[config.mk]
export PLATFORM = sky130hd
export DESIGN_NAME = sstf_batch_request_scheduler
export DESIGN_NICKNAME = d
export VERILOG_FILES = /design/src/design/sstf_pkg.sv /design/src/design/sstf_cell.sv /design/src/design/sstf_pick.sv /design/src/design/sstf_batch_request_scheduler.sv
export VERILOG_INCLUDE_DIRS = /design/src /design/src/design
export SDC_FILE = /design/constraint.sdc
export NUM_CORES = 2
export LEC_CHECK = 0
export BUFFER_PORTS_ARGS = -buffer_cell sky130_fd_sc_hd__buf_2
export CAP_MARGIN = 10
export CORE_MARGIN = 3
export CORE_UTILIZATION = 45
export CTS_CLUSTER_SIZE = 30
export DETAILED_ROUTE_END_ITERATION = 16
export PLACE_DENSITY = 0.7
export SETUP_SLACK_MARGIN = 0.5
export SYNTH_ARGS = -nofsm -noshare
export SYNTH_HDL_FRONTEND = slang
export SYNTH_SLANG_ARGS = --single-unit
[constraint.sdc]
create_clock -name clk -period 20.1 [get_ports clk]
set_input_delay 0 -clock clk [delete_from_list [all_inputs] [get_ports clk]]
set_output_delay 0 -clock clk [all_outputs]
set_load 0.01 [all_outputs]
[src/design/assert_macros.svh]
// ---------------------------------------------------------------------------
// Assertion macros
// Concurrent assertion wrappers; empty when SYNTHESIS is defined.
// ---------------------------------------------------------------------------
`ifndef ASSERT_MACROS_SVH
`define ASSERT_MACROS_SVH
`ifndef SYNTHESIS
`define CHK_ALWAYS(label, clk, rst_n, prop) \
  label: assert property (@(posedge clk) disable iff (!rst_n) (prop)) \
    else $error("assertion failed");
`define CHK_IMPLY(label, clk, rst_n, pre, post) \
  label: assert property (@(posedge clk) disable iff (!rst_n) (pre) |=> (post)) \
    else $error("assertion failed");
`else
`define CHK_ALWAYS(label, clk, rst_n, prop)
`define CHK_IMPLY(label, clk, rst_n, pre, post)
`endif
`endif

[src/design/sstf_pkg.sv]
// ---------------------------------------------------------------------------
// sstf_pkg
// Shared types and constants of the shortest-seek batch scheduler.
// ---------------------------------------------------------------------------
package sstf_pkg;
  localparam int QUEUE_SLOTS = 64;
  localparam int SECTOR_BITS = 48;
  localparam int TAG_BITS    = 8;
  localparam int IDX_W       = $clog2(QUEUE_SLOTS);
  localparam int CNT_W       = $clog2(QUEUE_SLOTS + 1);
  localparam int FD_W        = 7;
  localparam int WAIT_W      = 13;
  localparam int CFG_W       = 13;
  localparam int CFG_IDX_W   = 2;

  typedef enum logic [1:0] {
    FN_ADD   = 2'd0,
    FN_TICK  = 2'd1,
    FN_DRAIN = 2'd2,
    FN_NONE  = 2'd3
  } func_t;

  typedef enum logic [CFG_IDX_W-1:0] {
    CFG_FLUSH_DEPTH = 2'd0,
    CFG_MAX_WAIT    = 2'd1,
    CFG_RSVD2       = 2'd2,
    CFG_RSVD3       = 2'd3
  } cfg_idx_t;

  typedef enum logic [1:0] {
    ST_IDLE,
    ST_SCAN,
    ST_PUT
  } state_t;

  typedef struct packed {
    logic [1:0]             func;
    logic [SECTOR_BITS-1:0] sector;
    logic [TAG_BITS-1:0]    tag;
  } in_word_t;

  typedef struct packed {
    logic [TAG_BITS-1:0]    out_tag;
    logic [SECTOR_BITS-1:0] out_sector;
    logic                   toward_higher;
    logic                   last;
  } out_word_t;

  typedef struct packed {
    logic                   valid;
    logic [SECTOR_BITS-1:0] sector;
    logic [TAG_BITS-1:0]    tag;
  } slot_t;

  typedef struct packed {
    logic shift;
    logic load;
    logic clear;
  } cell_ctl_t;
endpackage

[src/design/sstf_cell.sv]
// ---------------------------------------------------------------------------
// sstf_cell
// One queue slot of the rotating ring; passes its entry to its neighbor.
// ---------------------------------------------------------------------------
module sstf_cell (
  input  logic              clk,
  input  logic              rst_n,
  input  sstf_pkg::cell_ctl_t ctl,
  input  sstf_pkg::slot_t   shift_in,
  input  sstf_pkg::slot_t   load_in,
  output sstf_pkg::slot_t   slot_out
);
  import sstf_pkg::*;

  logic                   valid_r;
  logic [SECTOR_BITS-1:0] sector_r;
  logic [TAG_BITS-1:0]    tag_r;

  always_ff @(posedge clk) begin
    if (!rst_n) begin
      valid_r <= 1'b0;
    end else if (ctl.shift) begin
      valid_r <= shift_in.valid;
    end else if (ctl.load) begin
      valid_r <= 1'b1;
    end else if (ctl.clear) begin
      valid_r <= 1'b0;
    end
  end

  always_ff @(posedge clk) begin
    if (ctl.shift) begin
      sector_r <= shift_in.sector;
      tag_r    <= shift_in.tag;
    end else if (ctl.load) begin
      sector_r <= load_in.sector;
      tag_r    <= load_in.tag;
    end
  end

  assign slot_out = '{valid: valid_r, sector: sector_r, tag: tag_r};
endmodule

[src/design/sstf_pick.sv]
// ---------------------------------------------------------------------------
// sstf_pick
// Tracks the nearest valid entry as the ring streams past the head cell.
// ---------------------------------------------------------------------------
module sstf_pick (
  input  logic                             clk,
  input  logic                             step,
  input  logic                             first,
  input  logic [sstf_pkg::IDX_W-1:0]       step_idx,
  input  sstf_pkg::slot_t                  cand,
  input  logic [sstf_pkg::SECTOR_BITS-1:0] head,
  output logic                             found,
  output logic [sstf_pkg::IDX_W-1:0]       best_idx,
  output logic [sstf_pkg::SECTOR_BITS-1:0] best_sector,
  output logic [sstf_pkg::TAG_BITS-1:0]    best_tag
);
  import sstf_pkg::*;

  logic                   found_r;
  logic [IDX_W-1:0]       idx_r;
  logic [SECTOR_BITS-1:0] dist_r;
  logic [SECTOR_BITS-1:0] sector_r;
  logic [TAG_BITS-1:0]    tag_r;
  logic [SECTOR_BITS-1:0] seek;
  logic                   take;
  logic                   have;

  always_comb begin
    seek = (cand.sector > head) ? cand.sector - head : head - cand.sector;
    have = found_r && !first;
    take = cand.valid && (!have || (seek < dist_r));
  end

  // Strict compare in ascending slot order keeps the oldest on a tie.
  always_ff @(posedge clk) begin
    if (step) begin
      found_r <= have || cand.valid;
      if (take) begin
        idx_r    <= step_idx;
        dist_r   <= seek;
        sector_r <= cand.sector;
        tag_r    <= cand.tag;
      end
    end
  end

  assign found       = found_r;
  assign best_idx    = idx_r;
  assign best_sector = sector_r;
  assign best_tag    = tag_r;
endmodule

[src/design/sstf_batch_request_scheduler.sv]
// ---------------------------------------------------------------------------
// sstf_batch_request_scheduler
// Batching shortest-seek-first request scheduler built on a ring of slots.
// ---------------------------------------------------------------------------
// Usage: input words carry func (add, tick, drain), sector and tag. An add
// stores the request in the next free slot and restarts the wait timer.
// A flush starts when the pending count reaches flush_depth (or the queue is
// full), when the timer reaches max_wait_ticks on tick words, or on a drain, if the queue holds a request.
// During a flush in_stall stays high and the block sends one output word per
// pending request: the request nearest the head, oldest first on a tie.
// Each dispatch rotates the whole ring of QUEUE_SLOTS cells once past the
// compare unit; an output stall can hold a flush. Words that cause no
// output leave in_stall low.
// The output word sits in a register; while out_stall is high the block
// holds it and waits before committing the next dispatch.
// Reset is synchronous: the queue empties, the head returns to sector one,
// the timer disarms and the registers return to 50 and 5000.
// ---------------------------------------------------------------------------
`include "assert_macros.svh"

module sstf_batch_request_scheduler (
  input  logic                             clk,
  input  logic                             rst_n,
  input  logic                             in_valid,
  output logic                             in_stall,
  input  sstf_pkg::in_word_t               in_data,
  output logic                             out_valid,
  input  logic                             out_stall,
  output sstf_pkg::out_word_t              out_data,
  input  logic                             cfg_we,
  input  logic [sstf_pkg::CFG_IDX_W-1:0]   cfg_index,
  input  logic [sstf_pkg::CFG_W-1:0]       cfg_wdata
);
  import sstf_pkg::*;

  state_t                 state_r, state_nxt;
  logic [CNT_W-1:0]       pending_r, pending_nxt;
  logic [SECTOR_BITS-1:0] head_r;
  logic [WAIT_W-1:0]      wait_r, wait_nxt;
  logic                   armed_r, armed_nxt;
  logic [IDX_W-1:0]       step_r;
  logic [FD_W-1:0]        flush_depth_r;
  logic [WAIT_W-1:0]      max_wait_r;
  logic                   out_valid_r;
  out_word_t              out_r;

  logic                   in_acc, add_acc, tick_acc, drain_acc;
  logic [CNT_W-1:0]       cnt_add;
  logic [WAIT_W-1:0]      wait_inc;
  logic                   flush_go, put_go;

  slot_t                  ring [QUEUE_SLOTS];
  slot_t                  load_word;
  logic                   found;
  logic [IDX_W-1:0]       best_idx;
  logic [SECTOR_BITS-1:0] best_sector;
  logic [TAG_BITS-1:0]    best_tag;

  // Decode of the accepted input word.
  always_comb begin
    in_acc    = in_valid && !in_stall;
    add_acc   = in_acc && (in_data.func == FN_ADD) &&
                (pending_r < CNT_W'(QUEUE_SLOTS));
    tick_acc  = in_acc && (in_data.func == FN_TICK) && armed_r;
    drain_acc = in_acc && (in_data.func == FN_DRAIN);
    cnt_add   = pending_r + CNT_W'(1);
    wait_inc  = (wait_r != {WAIT_W{1'b1}}) ? wait_r + WAIT_W'(1) : wait_r;
    flush_go  = drain_acc ||
                (tick_acc && (wait_inc >= max_wait_r)) ||
                (add_acc && (({{FD_W{1'b0}}, cnt_add} >= {{CNT_W{1'b0}}, flush_depth_r}) ||
                             (cnt_add >= CNT_W'(QUEUE_SLOTS))));
    put_go    = (state_r == ST_PUT) && (!out_valid_r || !out_stall);
  end

  // Next state.
  always_comb begin
    state_nxt = state_r;
    case (state_r)
      ST_IDLE: begin
        if (flush_go && ((add_acc ? cnt_add : pending_r) != '0)) state_nxt = ST_SCAN;
      end
      ST_SCAN: begin
        if (step_r == IDX_W'(QUEUE_SLOTS - 1)) state_nxt = ST_PUT;
      end
      ST_PUT: begin
        if (put_go) state_nxt = (pending_r == CNT_W'(1)) ? ST_IDLE : ST_SCAN;
      end
      default: state_nxt = ST_IDLE;
    endcase
  end

  // Outputs of the controller.
  always_comb begin
    in_stall = (state_r != ST_IDLE);
  end

  // Queue count and timer.
  always_comb begin
    pending_nxt = pending_r;
    wait_nxt    = wait_r;
    armed_nxt   = armed_r;
    if (add_acc) begin
      pending_nxt = cnt_add;
      wait_nxt    = '0;
      armed_nxt   = 1'b1;
    end else if (tick_acc) begin
      wait_nxt = wait_inc;
    end
    if (flush_go) begin
      wait_nxt  = '0;
      armed_nxt = 1'b0;
    end
    if (put_go) pending_nxt = pending_r - CNT_W'(1);
  end

  always_ff @(posedge clk) begin
    if (!rst_n) begin
      state_r       <= ST_IDLE;
      pending_r     <= '0;
      wait_r        <= '0;
      armed_r       <= 1'b0;
      step_r        <= '0;
      head_r        <= SECTOR_BITS'(1);
      flush_depth_r <= FD_W'(50);
      max_wait_r    <= WAIT_W'(5000);
      out_valid_r   <= 1'b0;
    end else begin
      state_r   <= state_nxt;
      pending_r <= pending_nxt;
      wait_r    <= wait_nxt;
      armed_r   <= armed_nxt;
      step_r    <= (state_r == ST_SCAN) ? step_r + IDX_W'(1) : '0;
      if (cfg_we && (cfg_index == CFG_FLUSH_DEPTH)) flush_depth_r <= cfg_wdata[FD_W-1:0];
      if (cfg_we && (cfg_index == CFG_MAX_WAIT))    max_wait_r    <= cfg_wdata[WAIT_W-1:0];
      if (put_go) begin
        head_r      <= best_sector;
        out_valid_r <= 1'b1;
      end else if (!out_stall) begin
        out_valid_r <= 1'b0;
      end
    end
  end

  always_ff @(posedge clk) begin
    if (put_go) begin
      out_r.out_tag       <= best_tag;
      out_r.out_sector    <= best_sector;
      out_r.toward_higher <= (best_sector >= head_r);
      out_r.last          <= (pending_r == CNT_W'(1));
    end
  end

  assign out_valid = out_valid_r;
  assign out_data  = out_r;

  // Ring of slots: each cell takes its upper neighbor's entry while scanning,
  // so cell zero shows slot k at scan step k and the ring is home after a pass.
  assign load_word = '{valid: 1'b1, sector: in_data.sector, tag: in_data.tag};

  for (genvar i = 0; i < QUEUE_SLOTS; i++) begin : g_cell
    cell_ctl_t ctl;
    always_comb begin
      ctl.shift = (state_r == ST_SCAN);
      ctl.load  = add_acc && (pending_r[IDX_W-1:0] == IDX_W'(i));
      ctl.clear = put_go && (best_idx == IDX_W'(i));
    end
    sstf_cell u_cell (
      .clk      (clk),
      .rst_n    (rst_n),
      .ctl      (ctl),
      .shift_in (ring[(i + 1) % QUEUE_SLOTS]),
      .load_in  (load_word),
      .slot_out (ring[i])
    );
  end

  sstf_pick u_pick (
    .clk         (clk),
    .step        (state_r == ST_SCAN),
    .first       (step_r == '0),
    .step_idx    (step_r),
    .cand        (ring[0]),
    .head        (head_r),
    .found       (found),
    .best_idx    (best_idx),
    .best_sector (best_sector),
    .best_tag    (best_tag)
  );

  // A dispatch always finds a request, the count never passes the slot
  // count, an armed timer implies a nonempty queue, and each dispatch lowers the count by one.
  `CHK_ALWAYS(a_put_found, clk, rst_n, !(state_r == ST_PUT) || found)
  `CHK_ALWAYS(a_pending_max, clk, rst_n, pending_r <= CNT_W'(QUEUE_SLOTS))
  `CHK_ALWAYS(a_armed_nonempty, clk, rst_n, !armed_r || (pending_r != '0))
  `CHK_IMPLY(a_put_counts, clk, rst_n, put_go, pending_r == $past(pending_r) - CNT_W'(1))
endmodule
Yosys cells after proc, flatten, opt, wreduce, memory -nomap -nowiden
Cells that the tools add are included.
Operators by class
  add/subtract/negate cells: 6
  magnitude comparators: 7
  eq/ne operators: 138
  multiplexer cells: 459
  bitwise operators: 1
  reduce and logical (&&, ||, !) cells: 294
Operators by type and width (count)
  48-bit two-way mux: 129
  8-bit two-way mux: 128
  6-bit equality test, second input constant: 65
  1-bit two-way mux: 195
  6-bit by 5-bit equality test with 1-bit output, second input constant: 32
  3-bit nonzero test: 64
  1-bit logical AND: 142
  2-bit nonzero test: 65
  6-bit by 4-bit equality test with 1-bit output, second input constant: 16
  48-bit subtractor: 2
  6-bit by 3-bit equality test with 1-bit output, second input constant: 8
  48-bit >= comparator: 1
  48-bit greater-than comparator: 1
  48-bit < comparator: 1
  6-bit by 2-bit equality test with 1-bit output, second input constant: 4
  6-bit logical NOT: 3
  7-bit two-way mux: 2
  13-bit by 1-bit adder with 13-bit output, second input constant: 1
  13-bit >= comparator: 1
  13-bit two-way mux: 1
  13-bit inequality test, second input constant: 1
  6-bit by 1-bit equality test with 1-bit output, second input constant: 2
  7-bit by 1-bit adder with 7-bit output, second input constant: 1
  7-bit by 1-bit equality test with 1-bit output, second input constant: 1
  20 further kinds: 39
Storage, ports and cells
  register bits: 3915
  input port bits: 78
  output and inout port bits: 60
  logic and storage cells: 1115

Logic depth before layout (Yosys ltp)
  depth after elaboration: 11
  depth in mapped cells: 26
  mapped depth without buffers: 23

Modules after synthesis
A second synthesis with hierarchy kept.
Second synthesis, totals
  cell total of the unflattened synthesis: 10119
  area, all modules: 173480.1 um^2
Modules (own cells, without submodules)
  sstf_cell: instances 64, cells an instance 124, area an instance 2416.1 um^2, sequential area each 1701.6 um^2
  sstf_pick: instances 1, cells an instance 1191, area an instance 10403.7 um^2, sequential area each 3333.2 um^2
  sstf_batch_request_scheduler: instances 1, cells an instance 992, area an instance 8448.1 um^2, sequential area each 3703.6 um^2

Worst setup path before layout
OpenSTA, ideal clock, no wires.
  path type: register to register
  start point: reg g_cell[0].u_cell.sector_r[20]
  end point: reg u_pick.idx_r[0] (netlist: u_pick.best_idx[0]), enable pin
  setup time: 473 ps
  arrival time: 6659 ps
  data required time: 19627 ps
  path slack: 12969 ps
  cell stages (with the launch flop): 24
  buffers on the path: 3
  period minus slack after synthesis: 7131 ps
  cells stage by stage: edfxtp_1 ha_1 buf_2 nand4_1 nor4_4 nand2_1 o221a_1 a31o_1 buf_6 clkbuf_1 nor2_1 o21ai_0 o21ai_0 xnor2_1 ha_1 a21o_1 a21o_1 a21o_1 a21o_1 a211oi_1 o21ai_0 a211oi_1 nand3_1 nand2_1
Between the ends
  word-level cells in the longest chain between the ends: 6
  elaborated cells between the ends (all ways): 8
  classes of those cells: add/sub (2); order compare (2); mux (1); reduce/logical (3)
Ends and longest elaborated chain
  start: declaration: line sstf_cell.sv:16  | logic [SECTOR_BITS-1:0] sector_r;
  start signal: assignment: line sstf_cell.sv:33  | sector_r <= shift_in.sector;
  start signal: assignment: line sstf_cell.sv:36  | sector_r <= load_in.sector;
  48-bit subtractor / 48-bit greater-than comparator (equally long branches): line sstf_pick.sv:29  | seek = (cand.sector > head) ? cand.sector - head : head - cand.sector;
  48-bit two-way mux (*): line sstf_pick.sv:29
  via u_pick.seek[33]: line sstf_pick.sv:24  | logic [SECTOR_BITS-1:0] seek;
  48-bit < comparator (*): line sstf_pick.sv:31  | take = cand.valid && (!have || (seek < dist_r));
  1-bit logical OR (*): line sstf_pick.sv:31
  1-bit logical AND (*): line sstf_pick.sv:31
  2-bit AND reduction (no line) (*)
  end signal: assignment: line sstf_pick.sv:39  | idx_r <= step_idx;
  end: declaration: line sstf_pick.sv:20  | logic [IDX_W-1:0] idx_r;
The timed path passes the listed nets; every way through them passes the cells marked *.
A chain may end at the register's enable or synchronous reset.

Worst setup path after layout
  start point: reg g_cell[0].u_cell.sector_r[44]
  end point: reg u_pick.dist_r[1], enable pin
Between the ends
  word-level cells in the longest chain between the ends: 6
  elaborated cells between the ends (all ways): 8
  classes of those cells: add/sub (2); order compare (2); mux (1); reduce/logical (3)
Ends and longest elaborated chain
  48-bit greater-than comparator: line sstf_pick.sv:29
  48-bit two-way mux: line sstf_pick.sv:29
  via u_pick.seek[32]: line sstf_pick.sv:24
  48-bit < comparator: line sstf_pick.sv:31
  1-bit logical OR: line sstf_pick.sv:31
  1-bit logical AND: line sstf_pick.sv:31
  2-bit AND reduction (no line)
  end signal: assignment: line sstf_pick.sv:40  | dist_r <= seek;
  end: declaration: line sstf_pick.sv:21  | logic [SECTOR_BITS-1:0] dist_r;
The timed path passes the listed nets, and every way through them passes these cells.

==> results_dict.tcl <==
set metrics [dict create \
    clock.fmax_ghz 0.117 \
    slew_headroom_pct 15.0 \
    largest_net_degree_at_the_start_of_global_routing 247 \
    power.share.combinational_pct 5.0 \
    cts_clock_pin_slew_for_the_worst_setup_and_hold_paths_ps 60 \
    netlist_area_um2 159000 \
    synth.top_cell.area_share_pct 71.0 \
    drv_cap 0 \
    worst_ep_arrival_time_ps 9060 \
    numPortBuffers 137 \
    timing.critical_path.required_ps 20600 \
    min_path_type "primary input to register" \
    total_setup_buffers_inserted_after_cts 0 \
    synth_edf_count 3753 \
    drive_above_1_share_pct 10.3 \
    postLayoutCellArea_um2 177000 \
    clk_network_pwr_share_pct 42.1 \
    drc_errors 0 \
    maxSlewViolCount 0 \
    final.period_utilization_pct 42.6 \
    synth_seq_cells 3915 \
    ff2ff_setup_slack_ps 11540 \
    startpoint_class_of_the_critical_path "register" \
    std_cell_rows 217 \
    clock_tree.htree_level_count 5 \
    clockRootBuffer "clkbuf_16" \
    numPlacedInstances 14293 \
    gp_routability_congestion 0.879 \
    powerDensity_nw_per_um2 96.9 \
    total_negative_slack_for_setup_checks_ps 0 \
    cts_buffer_depth 4 \
    irDropWorstVdd_v 0.0000752 \
    cts_buffers 391 \
    dr.pass1.iters 6 \
    sequential_cell_area_fraction_in_the_yosys_report_pct 73.1 \
    worst_hold_slack_ps 38.2 \
    totalPowerFinal_mw 17.2 \
    worst_r2r_startpoint "g_cell[0].u_cell.sector_r[44]" \
    timing.setup.critical_path_class "register to register" \
    setup.worst_path.end "u_pick.dist_r[1]" \
    antenna_found_initial 6 \
    postRouteAntennaNets 0 \
    routed_wl_um 389000 \
    ys.warnings.count 0 \
    grt_pass1_wl_um 594000 \
    finalSetupViolCount 0 \
    netlist.top_cell.by_area "edfxtp_1" \
    globalRouteOverflowTotal 0 \
    static_leak_nw 74.7 \
    run_status "finished clean" \
    route.detailed.vias_per_inst 5.93 \
    finalClockSkew_ps 64.7 \
    die_x_um 600 \
    crit_start "g_cell[0].u_cell.sector_r[44]" \
    ys_async_sr_fraction_pct 0 \
    number_of_global_route_vias_before_repair 92670 \
    die_y_um 600 \
    switching_share_pct 21.6 \
    boundaryPins 138 \
    ys.flop_type "edfxtp_1" \
    fp.dieArea_um2 360000 \
    tmin_final_ps 8560 \
    worst_r2r_endpoint "u_pick.dist_r[1]" \
    power.internal_mw 13.5 \
    rsz0062_at_grt "false" \
    post_layout_nonfiller_instances 15106 \
    clock_tree_from_tritoncts "built" \
    vias 89539 \
    synthTopCellsByArea "edfxtp_1, a21o_1, dfxtp_1, clkbuf_1, ha_1" \
    timing_worst_slew_pin_value_ps 1270 \
    avgSynthCellArea_um2 15.4 \
    total_switching_power_mw 3.70 \
    floorplan.initialDensity_pct 45.3 \
    final_number_of_hold_violating_endpoints 0 \
    timing.reg2reg.worst_path_depth 21 \
    first_iter_violations 9307 \
    power_frac_seq_pct 52.9 \
    cp_max_fo 71 \
    syn_inst 10295 \
    dpl_cell_area_um2 164000 \
    number_of_nets_in_the_layout 10470 \
    groute.usage.overall_pct 21.4 \
    syn-num-nets 10593 \
    core_area_um2 350000 \
    clkLatencyLatePin_ps 970 \
    worstHoldPathCells 4 \
    end_kind "register" \
    detailed_place_hpwl_um 225000 \
    synth.lib_cells_used.distinct 78 \
    area_growth_syn_to_layout_pct 11.7 \
    route.detailed.wl_per_inst_um 25.8 \
    clock_sinks 3915 \
]
## Yosys cell counts (all sizes together) (17+ instances only)
cell type / n
a211oi: 23
ha: 218
nor2b: 18
o21bai: 24
nand2b: 17
clkbuf: 809
nor2: 104
nand3: 48
o21a: 73
buf: 100
a31oi: 23
edfxtp: 3753
a21oi: 218
dfxtp: 162
xor2: 31
nor3: 33
o221a: 65
inv: 193
and2: 62
xnor2: 50
o21ai: 156
o211ai: 18
a21o: 3669
nand4: 44
nand2: 258
## cell type report
cell class	instances	area [µm²]
clock buffer	465	10200
tap	4599	5750
inverter	194	738
clock inverter	258	2410
multi-input combinational	5277	39400
sequential	3915	116000
fill	28394	173000
antenna	5	12.5
timing repair buffer	393	2880
## layout by cell type, fill, tap and decap left out, types with 138 or more instances in the layout
cell and instances:
ha_1 218, nand2_1 255, buf_4 165, buf_2 138, dfxtp_1 162, inv_1 191, a21o_1 3669, edfxtp_1 3753
a21oi_1 218, clkbuf_16 394
## critical path, cell delays in order, from the launching register on
cell and delay (ps):
edfxtp_1 440, ha_1 560, nand3_1 290, nor4_1 830
a41oi_1 200, o31ai_1 150, a31o_2 740, buf_4 510
o21ai_0 220, o21ai_0 520, xor2_1 190, ha_1 220
a21o_1 150, a21o_1 170, a21o_1 170, a21o_1 170
a211oi_1 260, o21ai_0 190, a211oi_1 380, nand3_1 190
nand2_4 520, buf_4 980
## worst min-delay path by stage
stage	startpoint	to	slack [ps]
floorplan	cfg_wdata[10]	max_wait_r[10]	140
global placement	cfg_wdata[12]	max_wait_r[12]	260
detailed placement	cfg_wdata[3]	max_wait_r[3]	260
CTS	in_data[27]	g_cell[33].u_cell.sector_r[19]	0.6
global route	in_data[27]	g_cell[33].u_cell.sector_r[19]	40
finish	in_data[34]	g_cell[29].u_cell.sector_r[26]	40
## logic make-up after synthesis
group	synth area share (%)
buf+inv	2.65
xor+xnor	0.447
mux	0.104
compound gates	20.1
fa+ha+maj	1.74
simple gates	1.87
flops	73.1
## power groups by stage
stage / Combinational (mW) / Sequential [mW] / Clock, mW
after floorplan: 0.580 / 9.27 / 0
after global placement: 0.839 / 9.27 / 0
after detailed placement: 0.845 / 9.27 / 0
after CTS: 0.871 / 9.09 / 7.35
after global routing: 0.940 / 9.10 / 7.67
final: 0.858 / 9.09 / 7.23
## routing by layer
layer	part of all wire, %	GRT usage [%]	up-vias
met3	5.5	2.75	616
li1	-	-	38886
met4	3.1	6.57	4
met2	49	35.8	2821
met1	42	29.3	47212
met5	0.0069	0	-
## registers in the layout (all words and copies together) (netlist names), 7 cells and up
register	cells
g_cell.u_cell.tag_r	512
u_pick.best_sector	48
max_wait_r	13
wait_r	13
out_data	58
g_cell.u_cell.sector_r	3072
head_r	48
u_pick.best_tag	8
flush_depth_r	7
pending_r	7
u_pick.dist_r	48
g_cell.u_cell.valid_r	64
## repair_timing
action | CTS | global route
resized for setup | 0 | 0
hold endpoints to repair | 1221 | 0
hold buffers | 85 | 0
## per-stage QoR
step,worst slack [ps],utilization (%)
final,11540,50.6
after global routing,10960,50.6
after CTS,11560,50.6
after detailed placement,11620,46.8
after global placement,11550,46.8
after floorplan,12970,-
No activity file was read; power rests on OpenSTA's default activity.
